`src/rtl/accel_lowpass_tilt_assert.svh`:
```
// Assertion macros used by the accel_lowpass_tilt top level.
`ifndef ACCEL_LOWPASS_TILT_ASSERT_SVH
`define ACCEL_LOWPASS_TILT_ASSERT_SVH
`ifndef ASSERT_OFF
`define ALT_ASSERT_IMP(lbl, ante, cons) \
	lbl: assert property (@(posedge clk) disable iff (!arst_n) (ante) |-> (cons)) \
		else $error("assertion failed");
`define ALT_ASSERT_NEXT(lbl, ante, cons) \
	lbl: assert property (@(posedge clk) disable iff (!arst_n) (ante) |=> (cons)) \
		else $error("assertion failed");
`else
`define ALT_ASSERT_IMP(lbl, ante, cons)
`define ALT_ASSERT_NEXT(lbl, ante, cons)
`endif
`endif

```
`src/rtl/alt_pkg.sv`:
```
// Types, constants and the arctangent table of the accelerometer filter and tilt block.
package alt_pkg;

	localparam int WORD_W  = 16;
	localparam int SAMP_W  = 14;
	localparam int ALPHA_W = 16;
	localparam int IN_W    = 48;
	localparam int OUT_W   = 48;
	localparam int CNT_W   = 2;
	localparam int MUL_W   = 17;
	localparam int PROD_W  = 2 * MUL_W;
	localparam int SQ_W    = 27;
	localparam int SUM_W   = 28;
	localparam int RAD_W   = 44;
	localparam int ROOT_W  = 22;
	localparam int XY_W    = 25;
	localparam int Z_W     = 24;
	localparam int ATAN_W  = 22;
	localparam int ATAN_LEN = 24;
	localparam int IDX_W   = 5;

	typedef enum logic [1:0] {
		MODE_RAW      = 2'd0,
		MODE_FILT     = 2'd1,
		MODE_TILT     = 2'd2,
		MODE_TILT_ALT = 2'd3
	} mode_t;

	localparam logic REG_MODE  = 1'b0;
	localparam logic REG_ALPHA = 1'b1;

	localparam mode_t              MODE_RST  = MODE_TILT;
	localparam logic [ALPHA_W-1:0] ALPHA_RST = 16'd3873;

	localparam logic [CNT_W-1:0] CNT_AXES = 2'd3;
	localparam logic [CNT_W-1:0] CNT_TILT = 2'd2;

	localparam logic [1:0] AX_X    = 2'd0;
	localparam logic [1:0] AX_Y    = 2'd1;
	localparam logic [1:0] AX_LAST = 2'd2;

	localparam logic signed [SAMP_W-1:0] TILT_MAX = 14'sd90;
	localparam logic signed [SAMP_W-1:0] TILT_MIN = -14'sd90;

	typedef enum logic [3:0] {
		ST_IDLE,
		ST_FMUL,
		ST_FADD,
		ST_SMUL,
		ST_SSTO,
		ST_TSTART,
		ST_SQRT,
		ST_CORD,
		ST_DONE
	} st_t;

	// atan(2^-i) in degrees, Q16
	function automatic logic [ATAN_W-1:0] atan_q16(input logic [IDX_W-1:0] i);
		logic [ATAN_W-1:0] v;
		case (i)
			5'd0:    v = 22'd2949120;
			5'd1:    v = 22'd1740967;
			5'd2:    v = 22'd919879;
			5'd3:    v = 22'd466945;
			5'd4:    v = 22'd234379;
			5'd5:    v = 22'd117304;
			5'd6:    v = 22'd58666;
			5'd7:    v = 22'd29335;
			5'd8:    v = 22'd14668;
			5'd9:    v = 22'd7334;
			5'd10:   v = 22'd3667;
			5'd11:   v = 22'd1833;
			5'd12:   v = 22'd917;
			5'd13:   v = 22'd458;
			5'd14:   v = 22'd229;
			5'd15:   v = 22'd115;
			5'd16:   v = 22'd57;
			5'd17:   v = 22'd29;
			5'd18:   v = 22'd14;
			5'd19:   v = 22'd7;
			5'd20:   v = 22'd4;
			5'd21:   v = 22'd2;
			5'd22:   v = 22'd1;
			default: v = '0;
		endcase
		return v;
	endfunction

endpackage

```
`src/rtl/alt_sqrt.sv`:
```
// Bit-serial integer square root, one result bit per cycle.
module alt_sqrt (
	input  logic                       clk,
	input  logic                       arst_n,
	input  logic                       start,
	input  logic [alt_pkg::RAD_W-1:0]  radicand,
	output logic                       done,
	output logic [alt_pkg::ROOT_W-1:0] root
);
	import alt_pkg::*;

	localparam int STEP_W = $clog2(ROOT_W);

	logic              busy_q;
	logic              done_q;
	logic [STEP_W-1:0] step_q;
	logic [RAD_W-1:0]  rad_q;
	logic [ROOT_W+1:0] rem_q;
	logic [ROOT_W-1:0] root_q;
	logic [ROOT_W+1:0] rem_sh;
	logic [ROOT_W+1:0] trial;
	logic              fits;

	assign rem_sh = {rem_q[ROOT_W-1:0], rad_q[RAD_W-1 -: 2]};
	assign trial  = {root_q, 2'b01};
	assign fits   = (rem_sh >= trial);

	always_ff @(posedge clk or negedge arst_n) begin
		if (!arst_n) begin
			busy_q <= 1'b0;
			done_q <= 1'b0;
			step_q <= '0;
		end else begin
			done_q <= 1'b0;
			if (start) begin
				busy_q <= 1'b1;
				step_q <= '0;
			end else if (busy_q) begin
				step_q <= step_q + 1'b1;
				if (step_q == STEP_W'(ROOT_W - 1)) begin
					busy_q <= 1'b0;
					done_q <= 1'b1;
				end
			end
		end
	end

	always_ff @(posedge clk) begin
		if (start) begin
			rad_q  <= radicand;
			rem_q  <= '0;
			root_q <= '0;
		end else if (busy_q) begin
			rad_q  <= rad_q << 2;
			rem_q  <= fits ? (rem_sh - trial) : rem_sh;
			root_q <= {root_q[ROOT_W-2:0], fits};
		end
	end

	assign done = done_q;
	assign root = root_q;

endmodule

```
`src/rtl/alt_cordic.sv`:
```
// Vectoring CORDIC, one micro-rotation per cycle, angle accumulated in degrees Q16.
module alt_cordic #(
	parameter int STEPS = 16
) (
	input  logic                            clk,
	input  logic                            arst_n,
	input  logic                            start,
	input  logic [alt_pkg::ROOT_W-1:0]      x0,
	input  logic [alt_pkg::ROOT_W-1:0]      y0,
	output logic                            done,
	output logic signed [alt_pkg::Z_W-1:0]  angle
);
	import alt_pkg::*;

	localparam int LAST  = (STEPS < ATAN_LEN) ? STEPS : ATAN_LEN;
	localparam int ITR_W = $clog2(LAST);

	logic                    busy_q;
	logic                    done_q;
	logic [ITR_W-1:0]        i_q;
	logic signed [XY_W-1:0]  x_q;
	logic signed [XY_W-1:0]  y_q;
	logic signed [Z_W-1:0]   z_q;
	logic signed [XY_W-1:0]  dx;
	logic signed [XY_W-1:0]  dy;
	logic signed [Z_W-1:0]   da;

	assign dx = y_q >>> i_q;
	assign dy = x_q >>> i_q;
	assign da = {{(Z_W - ATAN_W){1'b0}}, atan_q16(IDX_W'(i_q))};

	always_ff @(posedge clk or negedge arst_n) begin
		if (!arst_n) begin
			busy_q <= 1'b0;
			done_q <= 1'b0;
			i_q    <= '0;
		end else begin
			done_q <= 1'b0;
			if (start) begin
				busy_q <= 1'b1;
				i_q    <= '0;
			end else if (busy_q) begin
				i_q <= i_q + 1'b1;
				if (i_q == ITR_W'(LAST - 1)) begin
					busy_q <= 1'b0;
					done_q <= 1'b1;
				end
			end
		end
	end

	always_ff @(posedge clk) begin
		if (start) begin
			x_q <= XY_W'(x0);
			y_q <= XY_W'(y0);
			z_q <= '0;
		end else if (busy_q) begin
			if (y_q > 0) begin
				x_q <= x_q + dx;
				y_q <= y_q - dy;
				z_q <= z_q + da;
			end else if (y_q < 0) begin
				x_q <= x_q - dx;
				y_q <= y_q + dy;
				z_q <= z_q - da;
			end
		end
	end

	assign done  = done_q;
	assign angle = z_q;

endmodule

```
`src/rtl/accel_lowpass_tilt.sv`:
```
// Top level: accelerometer low-pass filter and tilt angle unit.
//
// channel   dir  handshake                      payload
// s_axis    in   s_axis_tvalid/s_axis_tready    x_word, y_word, z_word
// m_axis    out  m_axis_tvalid/m_axis_tready    value_count, first/second/third_value
// cfg       in   cfg_valid/cfg_ready            cfg_index, cfg_data
//
// One item at a time; s_axis_tready is high only while idle.
// Raw mode goes from idle straight to done. Filter mode uses one shared 17x17 multiplier,
// with a multiply and an add state per axis. Tilt mode runs the bit-serial square root
// and then the CORDIC for each angle, both skipped for an angle whose divisor is zero.
// A finished result waits in the output register; an m_axis stall holds the sequencer in done.
// Reset clears the filter state and restores mode 2, alpha 3873; cfg_ready is always high.
`include "accel_lowpass_tilt_assert.svh"
module accel_lowpass_tilt #(
	parameter int CORDIC_STEPS = 16
) (
	input  logic                        clk,
	input  logic                        arst_n,
	input  logic                        s_axis_tvalid,
	output logic                        s_axis_tready,
	input  logic [alt_pkg::IN_W-1:0]    s_axis_tdata,  // x_word, y_word, z_word
	output logic                        m_axis_tvalid,
	input  logic                        m_axis_tready,
	output logic [alt_pkg::OUT_W-1:0]   m_axis_tdata,  // value_count, first, second, third, pad
	input  logic                        cfg_valid,
	output logic                        cfg_ready,
	input  logic                        cfg_index,
	input  logic [alt_pkg::ALPHA_W-1:0] cfg_data
);
	import alt_pkg::*;

	st_t                      state_q, state_d;
	mode_t                    mode_q;
	logic [ALPHA_W-1:0]       alpha_q;
	logic signed [SAMP_W-1:0] samp_q [3];
	logic signed [SAMP_W-1:0] filt_q [3];
	logic [SQ_W-1:0]          sq_q [3];
	logic signed [SAMP_W-1:0] tilt_q [2];
	logic signed [PROD_W-1:0] prod_q;
	logic [1:0]               ax_q;
	logic                     tsel_q;

	logic                     out_valid_q;
	logic [CNT_W-1:0]         out_cnt_q;
	logic signed [SAMP_W-1:0] out_v1_q, out_v2_q, out_v3_q;

	logic in_acc, sqrt_start, cord_start, out_load;
	logic sqrt_done, cord_done;
	logic [ROOT_W-1:0] root;
	logic signed [Z_W-1:0] angle;

	logic signed [SAMP_W-1:0] s_cur, f_cur, n_cur;
	logic signed [MUL_W-1:0]  mul_a, mul_b;
	logic signed [PROD_W-1:0] prod_d;
	logic [PROD_W-1:0]        num, num_adj;
	logic signed [SAMP_W-1:0] f_new;
	logic [1:0]               n_idx, p_idx;
	logic [SUM_W-1:0]         sumsq;
	logic [SAMP_W-1:0]        n_abs;
	logic [Z_W-1:0]           z_adj;
	logic signed [Z_W-17:0]   deg;
	logic signed [SAMP_W-1:0] deg_w, deg_cap, tilt_val, tilt_zero;

	// config
	assign cfg_ready = 1'b1;

	always_ff @(posedge clk or negedge arst_n) begin
		if (!arst_n) begin
			mode_q  <= MODE_RST;
			alpha_q <= ALPHA_RST;
		end else if (cfg_valid) begin
			unique case (cfg_index)
				REG_MODE:  mode_q  <= mode_t'(cfg_data[1:0]);
				REG_ALPHA: alpha_q <= cfg_data;
			endcase
		end
	end

	// datapath
	assign s_cur = samp_q[ax_q];
	assign f_cur = filt_q[ax_q];

	always_comb begin
		if (state_q == ST_FMUL) begin
			mul_a = MUL_W'($signed({1'b0, alpha_q}));
			mul_b = MUL_W'(s_cur) - MUL_W'(f_cur);
		end else begin
			mul_a = MUL_W'(f_cur);
			mul_b = MUL_W'(f_cur);
		end
	end
	assign prod_d = mul_a * mul_b;

	// f + a*(s-f)/2^16, truncated toward zero
	assign num     = {{(PROD_W - SAMP_W - ALPHA_W){f_cur[SAMP_W-1]}}, f_cur, {ALPHA_W{1'b0}}}
		+ prod_q;
	assign num_adj = num + (num[PROD_W-1] ? PROD_W'({ALPHA_W{1'b1}}) : '0);
	assign f_new   = num_adj[SAMP_W+ALPHA_W-1:ALPHA_W];

	assign n_idx = tsel_q ? AX_Y : AX_X;
	assign p_idx = tsel_q ? AX_X : AX_Y;
	assign n_cur = filt_q[n_idx];
	assign sumsq = SUM_W'(sq_q[p_idx]) + SUM_W'(sq_q[AX_LAST]);
	assign n_abs = n_cur[SAMP_W-1] ? SAMP_W'(~n_cur + 1'b1) : n_cur;

	assign z_adj = angle + (angle[Z_W-1] ? Z_W'({ALPHA_W{1'b1}}) : '0);
	assign deg   = z_adj[Z_W-1:16];
	assign deg_w = SAMP_W'(deg);

	always_comb begin
		priority if (deg_w > TILT_MAX) deg_cap = TILT_MAX;
		else if (deg_w < TILT_MIN) deg_cap = TILT_MIN;
		else deg_cap = deg_w;
	end
	assign tilt_val = n_cur[SAMP_W-1] ? -deg_cap : deg_cap;

	always_comb begin
		priority if (n_cur > 0) tilt_zero = TILT_MAX;
		else if (n_cur < 0) tilt_zero = TILT_MIN;
		else tilt_zero = '0;
	end

	alt_sqrt u_sqrt (
		.clk      (clk),
		.arst_n   (arst_n),
		.start    (sqrt_start),
		.radicand ({sumsq, {ALPHA_W{1'b0}}}),
		.done     (sqrt_done),
		.root     (root)
	);

	alt_cordic #(.STEPS(CORDIC_STEPS)) u_cordic (
		.clk    (clk),
		.arst_n (arst_n),
		.start  (cord_start),
		.x0     (root),
		.y0     ({n_abs, 8'd0}),
		.done   (cord_done),
		.angle  (angle)
	);

	// sequencer
	always_ff @(posedge clk or negedge arst_n) begin
		if (!arst_n) state_q <= ST_IDLE;
		else state_q <= state_d;
	end

	always_comb begin
		state_d       = state_q;
		s_axis_tready = 1'b0;
		sqrt_start    = 1'b0;
		cord_start    = 1'b0;
		out_load      = 1'b0;
		unique case (state_q)
			ST_IDLE: begin
				s_axis_tready = 1'b1;
				if (s_axis_tvalid) state_d = (mode_q == MODE_RAW) ? ST_DONE : ST_FMUL;
			end
			ST_FMUL: state_d = ST_FADD;
			ST_FADD: begin
				if (ax_q != AX_LAST) state_d = ST_FMUL;
				else if (mode_q == MODE_FILT) state_d = ST_DONE;
				else state_d = ST_SMUL;
			end
			ST_SMUL: state_d = ST_SSTO;
			ST_SSTO: state_d = (ax_q == AX_LAST) ? ST_TSTART : ST_SMUL;
			ST_TSTART: begin
				if (sumsq != '0) begin
					sqrt_start = 1'b1;
					state_d    = ST_SQRT;
				end else if (tsel_q) begin
					state_d = ST_DONE;
				end
			end
			ST_SQRT: begin
				if (sqrt_done) begin
					cord_start = 1'b1;
					state_d    = ST_CORD;
				end
			end
			ST_CORD: begin
				if (cord_done) state_d = tsel_q ? ST_DONE : ST_TSTART;
			end
			ST_DONE: begin
				if (!out_valid_q || m_axis_tready) begin
					out_load = 1'b1;
					state_d  = ST_IDLE;
				end
			end
			default: state_d = ST_IDLE;
		endcase
	end

	assign in_acc = s_axis_tvalid && s_axis_tready;

	always_ff @(posedge clk or negedge arst_n) begin
		if (!arst_n) begin
			ax_q   <= AX_X;
			tsel_q <= 1'b0;
			for (int k = 0; k < 3; k++) filt_q[k] <= '0;
		end else begin
			unique case (state_q)
				ST_IDLE: begin
					ax_q   <= AX_X;
					tsel_q <= 1'b0;
				end
				ST_FADD: begin
					filt_q[ax_q] <= f_new;
					ax_q <= (ax_q == AX_LAST) ? AX_X : ax_q + 1'b1;
				end
				ST_SSTO: ax_q <= (ax_q == AX_LAST) ? AX_X : ax_q + 1'b1;
				ST_TSTART: if (sumsq == '0) tsel_q <= 1'b1;
				ST_CORD: if (cord_done) tsel_q <= 1'b1;
				default: ;
			endcase
		end
	end

	always_ff @(posedge clk) begin
		if (in_acc) begin
			samp_q[0] <= $signed(s_axis_tdata[WORD_W-1:2]);
			samp_q[1] <= $signed(s_axis_tdata[2*WORD_W-1:WORD_W+2]);
			samp_q[2] <= $signed(s_axis_tdata[3*WORD_W-1:2*WORD_W+2]);
		end
		if (state_q == ST_FMUL || state_q == ST_SMUL) prod_q <= prod_d;
		if (state_q == ST_SSTO) sq_q[ax_q] <= prod_q[SQ_W-1:0];
		if (state_q == ST_TSTART && sumsq == '0) tilt_q[tsel_q] <= tilt_zero;
		if (state_q == ST_CORD && cord_done) tilt_q[tsel_q] <= tilt_val;
	end

	// output register
	always_ff @(posedge clk or negedge arst_n) begin
		if (!arst_n) out_valid_q <= 1'b0;
		else if (out_load) out_valid_q <= 1'b1;
		else if (m_axis_tready) out_valid_q <= 1'b0;
	end

	always_ff @(posedge clk) begin
		if (out_load) begin
			unique case (mode_q)
				MODE_RAW: begin
					out_cnt_q <= CNT_AXES;
					out_v1_q  <= samp_q[0];
					out_v2_q  <= samp_q[1];
					out_v3_q  <= samp_q[2];
				end
				MODE_FILT: begin
					out_cnt_q <= CNT_AXES;
					out_v1_q  <= filt_q[0];
					out_v2_q  <= filt_q[1];
					out_v3_q  <= filt_q[2];
				end
				MODE_TILT, MODE_TILT_ALT: begin
					out_cnt_q <= CNT_TILT;
					out_v1_q  <= tilt_q[0];
					out_v2_q  <= tilt_q[1];
					out_v3_q  <= '0;
				end
			endcase
		end
	end

	assign m_axis_tvalid = out_valid_q;
	assign m_axis_tdata  = {{(OUT_W - CNT_W - 3*SAMP_W){1'b0}}, out_v3_q, out_v2_q, out_v1_q,
		out_cnt_q};

	`ALT_ASSERT_NEXT(a_one_item_in_flight, in_acc, !s_axis_tready)
	`ALT_ASSERT_IMP(a_tilt_third_zero, out_valid_q && out_cnt_q == CNT_TILT, out_v3_q == '0)
	`ALT_ASSERT_IMP(a_tilt_first_range, out_valid_q && out_cnt_q == CNT_TILT, out_v1_q <= TILT_MAX && out_v1_q >= TILT_MIN)
	`ALT_ASSERT_IMP(a_tilt_second_range, out_valid_q && out_cnt_q == CNT_TILT, out_v2_q <= TILT_MAX && out_v2_q >= TILT_MIN)

endmodule
```
`config.mk`:
```
export PLATFORM = sky130hd
export DESIGN_NAME = accel_lowpass_tilt
export DESIGN_NICKNAME = d
export VERILOG_FILES = /design/src/rtl/alt_pkg.sv /design/src/rtl/alt_sqrt.sv /design/src/rtl/alt_cordic.sv /design/src/rtl/accel_lowpass_tilt.sv
export VERILOG_INCLUDE_DIRS = /design/src /design/src/rtl
export SDC_FILE = /design/constraint.sdc
export NUM_CORES = 2
export LEC_CHECK = 0
export BUFFER_PORTS_ARGS = -buffer_cell sky130_fd_sc_hd__buf_4
export CAP_MARGIN = 10
export CORE_ASPECT_RATIO = 1.75
export CORE_MARGIN = 2
export CORE_UTILIZATION = 56
export CTS_CLUSTER_SIZE = 10
export DETAILED_ROUTE_END_ITERATION = 16
export PLACE_DENSITY_LB_ADDON = 0.08
export SLEW_MARGIN = 20
export SYNTH_ARGS = -nofsm -noshare
export SYNTH_HDL_FRONTEND = slang
export SYNTH_HIERARCHICAL = 1
export SYNTH_SLANG_ARGS = --single-unit
```
`constraint.sdc`:
```
create_clock -name clk -period 24.2 [get_ports clk]
set_input_delay 3.63 -clock clk [delete_from_list [all_inputs] [get_ports clk]]
set_output_delay 3.63 -clock clk [all_outputs]
set_load 0.03 [all_outputs]
```
Word level (Yosys, flattened, before mapping)
Memories as Yosys holds them, arrays and structs flattened.
Cells that the tools add are included.
{"block": "classes", "order_cmp": 10, "n_bitwise": 5, "addsub": 17, "muxes": 89, "n_reduce_logical": 27, "n_eq_ne": 21, "n_shift": 2, "multipliers": 1, "div_mod_pow": 0}
{"cell": "14-bit 2-to-1 mux", "count": 12}
{"cell": "14-bit one-hot mux with 3 select lines", "count": 3}
{"cell": "22-bit 2-to-1 mux", "count": 5}
{"cell": "25-bit 2-to-1 mux", "count": 4}
{"cell": "44-bit 2-to-1 mux", "count": 2}
{"cell": "14-bit binary-select mux with 2-bit select", "count": 2}
{"cell": "25-bit adder", "count": 2}
{"cell": "25-bit by 4-bit >>> shifter with 25-bit output", "count": 2}
{"cell": "25-bit subtractor", "count": 2}
{"cell": "24-bit 2-to-1 mux", "count": 2}
{"cell": "4-bit 2-to-1 mux", "count": 12}
{"cell": "42-bit bitwise mux", "count": 1}
{"cell": "4-bit one-hot mux with 9 select lines", "count": 1}
{"cell": "34-bit adder", "count": 1}
{"cell": "17-bit by 17-bit multiplier with 34-bit output", "count": 1}
{"cell": "17-bit 2-to-1 mux", "count": 2}
{"cell": "1-bit 2-to-1 mux", "count": 33}
{"cell": "16-bit 2-to-1 mux", "count": 2}
{"cell": "30-bit by 16-bit adder with 30-bit output", "count": 1}
{"cell": "27-bit by 27-bit adder with 28-bit output", "count": 1}
{"cell": "14-bit demux with 2-bit select", "count": 1}
{"cell": "28-bit zero test", "count": 1}
{"cell": "28-bit nonzero test", "count": 1}
{"cell": "25-bit by 1-bit > comparator with 1-bit output (second input constant)", "count": 1}
{"cell": "49 further kinds", "count": 77}
{"block": "totals", "ramBits": 151, "rom_bits": 352, "out_inout_bits": 51, "latch_bits": 0, "in_bits": 70, "register_bits": 305, "word_cells": 204, "n_memories": 4}
{"memory": "(no name shown)", "depth": 16, "word_bits": 22, "read_ports": 1, "rd_ports_with_merged_regs": 0, "wr": 0, "line": "alt_pkg.sv:60", "source": "case (i)"}
{"memory": "sq_q", "depth": 3, "word_bits": 27, "read_ports": 2, "rd_ports_with_merged_regs": 0, "wr": 1, "line": "accel_lowpass_tilt.sv:38", "source": "logic [SQ_W-1:0] sq_q [3];"}
{"memory": "samp_q", "depth": 3, "word_bits": 14, "read_ports": 4, "rd_ports_with_merged_regs": 0, "wr": 3, "line": "accel_lowpass_tilt.sv:36", "source": "logic signed [SAMP_W-1:0] samp_q [3];"}
{"memory": "tilt_q", "depth": 2, "word_bits": 14, "read_ports": 2, "rd_ports_with_merged_regs": 0, "wr": 1, "line": "accel_lowpass_tilt.sv:39", "source": "logic signed [SAMP_W-1:0] tilt_q [2];"}

Logic depth before layout (Yosys ltp)
{"block": "depth", "word_depth": 9, "mapped_depth": 42, "mapped_depth_nobuf": 39}

Hierarchy
The synthesis kept the hierarchy.
{"module": "accel_lowpass_tilt", "n_inst": 1, "cells_per_inst": 2700, "seq_area_each_um2": 8557.0, "area_per_inst_um2": 27241.1}
{"module": "alt_cordic", "n_inst": 1, "cells_per_inst": 1339, "seq_area_each_um2": 2072.0, "area_per_inst_um2": 11000.6}
{"module": "alt_sqrt", "n_inst": 1, "cells_per_inst": 493, "seq_area_each_um2": 2377.3, "area_per_inst_um2": 5218.8}

Least setup slack after synthesis
Ideal clock, no wire load.
{"block": "synth_timing", "path_type": "register to register", "start": "register ax_q[1]", "end": "register prod_q[33] (data pin)", "path_buffers": 4, "setup_time_ps": 260, "period_less_slack_ps": 9631, "path_stages_with_launch": 41, "setup_slack_ps": 14569, "t_arrival_ps": 9371, "t_required_ps": 23940, "path_cell_list": "dfrtp_1 buf_1 clkbuf_1 clkbuf_1 nor2_1 a21oi_1 ha_1 inv_1 fa_1 a21o_1 a21oi_1 o21ai_0 a31o_2 a21oi_1 nor2_1 nor2_1 xor2_1 a21boi_1 [... 5 more ...] fa_1 fa_1 fa_1 inv_1 fa_1 inv_1 ha_1 a21o_1 a21o_1 a211oi_1 o31a_1 o211ai_1 a21boi_0 o21ai_0 a21o_1 a21o_1 a21oi_1 xnor2_1"}
{"block": "synth_between", "elab_chain_cells": 7, "word_cells_on_any_way": 9}
{"element": "from (decl)", "line": "accel_lowpass_tilt.sv:41", "source": "logic [1:0] ax_q;"}
{"element": "from (signal assigned)", "line": "accel_lowpass_tilt.sv:210", "source": "ax_q <= (ax_q == AX_LAST) ? AX_X : ax_q + 1'b1;"}
{"element": "from (signal assigned)", "line": "accel_lowpass_tilt.sv:212", "source": "ST_SSTO: ax_q <= (ax_q == AX_LAST) ? AX_X : ax_q + 1'b1;"}
{"element": "2-bit inverter with 3-bit output (implied by the code)", "line": "accel_lowpass_tilt.sv:82", "source": "assign f_cur = filt_q[ax_q];"}
{"element": "14-bit binary-select mux with 2-bit select", "line": "accel_lowpass_tilt.sv:82"}
{"element": "14-bit 2-to-1 mux (implied by the code) (2 in a row)", "line": "accel_lowpass_tilt.sv:82"}
{"element": "14-bit by 14-bit subtractor with 15-bit output", "line": "accel_lowpass_tilt.sv:87", "source": "mul_b = MUL_W'(s_cur) - MUL_W'(f_cur);"}
{"element": "17-bit 2-to-1 mux", "line": "accel_lowpass_tilt.sv:85", "source": "if (state_q == ST_FMUL) begin"}
{"element": "17-bit by 17-bit multiplier with 34-bit output *", "line": "accel_lowpass_tilt.sv:93", "source": "assign prod_d = mul_a * mul_b;"}
{"element": "net prod_d[33]", "line": "accel_lowpass_tilt.sv:55", "source": "logic signed [PROD_W-1:0] prod_d;"}
{"element": "to (signal assigned)", "line": "accel_lowpass_tilt.sv:226", "source": "if (state_q == ST_FMUL || state_q == ST_SMUL) prod_q <= prod_d;"}
{"element": "to (decl)", "line": "accel_lowpass_tilt.sv:40", "source": "logic signed [PROD_W-1:0] prod_q;"}
The timed path passes the listed nets; every way through them passes the cells marked *. The select of a mux whose other input is x is not followed.
A chain may end at the register's enable or synchronous reset.

Final worst setup path
Same ends and word-level chain as after synthesis.

==> flow_metrics.py <==
metrics = {
    "global_route": {
        "grt_max_degree": 89,
        "antenna_found_initial": 0,
        "grt_usage": 0.295,
        "grt.overflow.total": 0,
        "grt_pass1_vias": 34700,
        "grt_pass1_wl_um": 185000,
    },
    "route": {
        "routed_wl_um": 118000,
        "drc": 0,
        "initialDrtViolationCount": 1890,
        "drtAntennaViolNets": 0,
        "vias": 33500,
        "drt-pass1-iter-count": 7,
        "wl_per_cell_um": 20.8,
        "vias_per_cell": 5.92,
    },
    "setup_path": {
        "worstPathRequired_ps": 24590,
        "worstPathArrival_ps": 11320,
        "reg2regPathDepth": 38,
        "crit_top_cell": "fa_1",
        "worstSetupPathType": "flip-flop to flip-flop",
        "critPathMaxFanout": 49,
        "critPathCaptureType": "flip-flop",
        "cp_slowest_stage_delay_ps": 540,
        "worstSetupStartpointType": "flip-flop",
        "slowest_stage": "fa_1",
    },
    "logic_synthesis": {
        "synth_top_area_frac": 0.218,
        "yosysSeqAreaShare": 0.299,
        "synth-adder-area-share": 0.220,
        "syn_area_mm2": 0.0435,
        "synth_top_cell_by_area": "edfxtp_1",
        "ys.flop_type": "edfxtp_1",
        "syn_inst": 4532,
        "synth-simple-area-share": 0.135,
        "synth_compound_area_frac": 0.138,
        "synth.area.top_cells": "edfxtp_1, fa_1, ha_1",
        "synth-seq-cells": 471,
        "ys_async_sr_fraction": 0.172,
        "synth_edf_count": 316,
        "synth_mux_area_frac": 0.0996,
        "synth_top_family_by_area": "adder cells",
        "syn_area_per_cell_um2": 9.59,
        "synthXorXnorAreaFrac": 0.0471,
        "yosysWarnings": 6,
        "ys_types": 116,
    },
    "clock_tree": {
        "cts_tree": "built",
        "postCtsHoldBufs": 0,
        "cts_resized": 0,
        "post_cts_buffers": 0,
        "clockBufferDepth": 3,
        "cts_made_buffers": 57,
        "ctsHtreeMaxLevel": 2,
        "cts_root_buffer": "clkbuf_16",
        "clock-sinks": 471,
        "clk_latency_ps": 650,
        "path_clk_slew_ps": 60,
    },
    "timing": {
        "period_minus_slack_ps": 10940,
        "slew_viol_final": 0,
        "finalSetupTns_ps": 0,
        "worst_pin_slew_ps": 1090,
        "max_freq_mhz": 91.4,
        "setup_violations": 0,
        "rsz0062_at_grt": "false",
        "skew_ps": 36.4,
        "finalCritPeriodShare": 0.452,
        "relSlewSlack": 0.266,
        "final-hold-violation-count": 0,
    },
    "hold_path": {
        "min_path_type": "flip-flop to flip-flop",
        "hold_depth": 2,
    },
    "floorplanning": {
        "die_w_um": 215,
        "core_area_mm2": 0.0772,
        "io_pins": 121,
        "start_util": 0.563,
        "rows": 135,
        "die-area_mm2": 0.0799,
        "die_h_um": 373,
    },
    "cells_and_area": {
        "areaGrowthSynthToFinish_pct": 8.21,
        "drive_above_1_share": 0.109,
        "num_antenna_cells": 0,
        "fin_nets": 5246,
    },
    "flow_run": {
        "max-cap-violations": 0,
    },
    "place": {
        "hpwl_um": 92200,
        "place_congestion": 1.03,
        "portBuffers": 108,
    },
    "status": {
        "status": "complete, no violations",
    },
}
## worst max-delay path, delay by kind of cell (launching register included)
kind / cells / cell delay [ps]
adders and majority gates: 8 / 3810
DFF: 1 / 340
AOI/OAI and AO/OA: 17 / 4150
buffers and inverters: 5 / 860
and+or+nand+nor: 5 / 900
xor gates and xnor gates: 1 / 90
muxes: 2 / 510
## cells in the final DEF (no fill, tap or decap), types with 22 or more instances in the layout
cell and n:
a211oi_1 33, a21o_1 76, a21oi_1 228, a31oi_1 32, and2_1 40, and3_1 38
buf_4 169, clkbuf_1 28, clkbuf_16 57, conb_1 30, dfrtp_1 66, dfxtp_1 74
edfxtp_1 316, fa_1 301, ha_1 283, inv_1 477, mux2_2 137, mux2i_1 155
mux4_2 43, nand2_1 488, nand2b_1 31, nand3_1 62, nand4_1 25, nor2_1 381
nor2b_1 32, nor3_1 76, o211ai_1 23, o21a_1 60, o21ai_0 240, o31ai_1 32
or3_1 22, xnor2_1 141, xor2_1 91
## logic make-up (layout without fill, tap and decap cells)
kind of cell | count (synthesis) | count (layout)
compound gates | 927 | 927
simple gates | 1290 | 1290
buf+inv | 676 | 749
xor+xnor | 233 | 233
flops | 471 | 471
other cells | 2 | 30
mux | 349 | 349
fa+ha+maj | 584 | 584
## metal layers
metal  track usage  share of wire  up-vias
li1              -              -    15800
met1         0.304           0.35    16600
met2         0.565           0.54      793
met3        0.0271          0.032      327
met4         0.204          0.078        0
met5             0              0        -
## path summary, 6_finish.rpt
check	from	to	slack [ps]
min reg2reg	u_sqrt/rem_q[21]	u_sqrt/rem_q[21]	490
max	ax_q[1]	prod_q[33]	13260
min in group asynchronous	arst_n	state_q[3]	2840
max reg2reg	ax_q[1]	prod_q[33]	13260
min	u_sqrt/rem_q[21]	u_sqrt/rem_q[21]	490
max in group asynchronous	arst_n	u_cordic/i_q[0]	20040
## synthesized netlist by cell type, drive strengths merged (13+ instances only)
cell and instances:
a211o 16, nor4 22, and2 43, a31oi 32, a21oi 229, nand3 64, dfrtp 74, a21o 76
edfxtp 316, or2 15, dfxtp 74, o211ai 23, clkbuf 138, nand4 27, inv 479, nand2 489
and3 38, or3 22, mux2i 155, o21a 60, a21boi 22, nor3 78, o21bai 21, o22ai 13
xor2 92, ha 283, mux4 50, buf 58, o21ai 259, fa 301, nor2b 35, a211oi 34
xnor2 141, nand2b 31, mux2 144, nor2 386, o31ai 33
## stage by stage
step	worst slack, ps	cell area, um2	instances	util	hold WS [ps]
finish	13260	47000	5660	0.609	488
global route	12660	47000	5660	0.609	511
CTS	13340	47000	5660	0.609	490
detailed placement	13360	45300	5560	0.587	478
global placement	13500	45300	5560	0.587	466
floorplan	14570	43600	4560	-	436
## cell type report
class                   count  area, um2
clock buffers              87       1560
clock inverters            13        124
fillers                  6853      30200
inverters                 480       1800
multi-input cells        3413      28000
flip-flops and latches    471      13000
well taps                1027       1280
repair buffers            169       1270
## registers in the layout, indices dropped and copies added, names as in the netlist, 25 cells and up
signal / flops
filt_q: 42
prod_q: 34
samp_q: 42
sq_q: 81
tilt_q: 28
u_cordic/x_q: 25
u_cordic/y_q: 25
u_sqrt/rad_q: 44
Power is not shown: default switching activity piles up to over one toggle a cycle in this logic, so the estimate is an artifact.
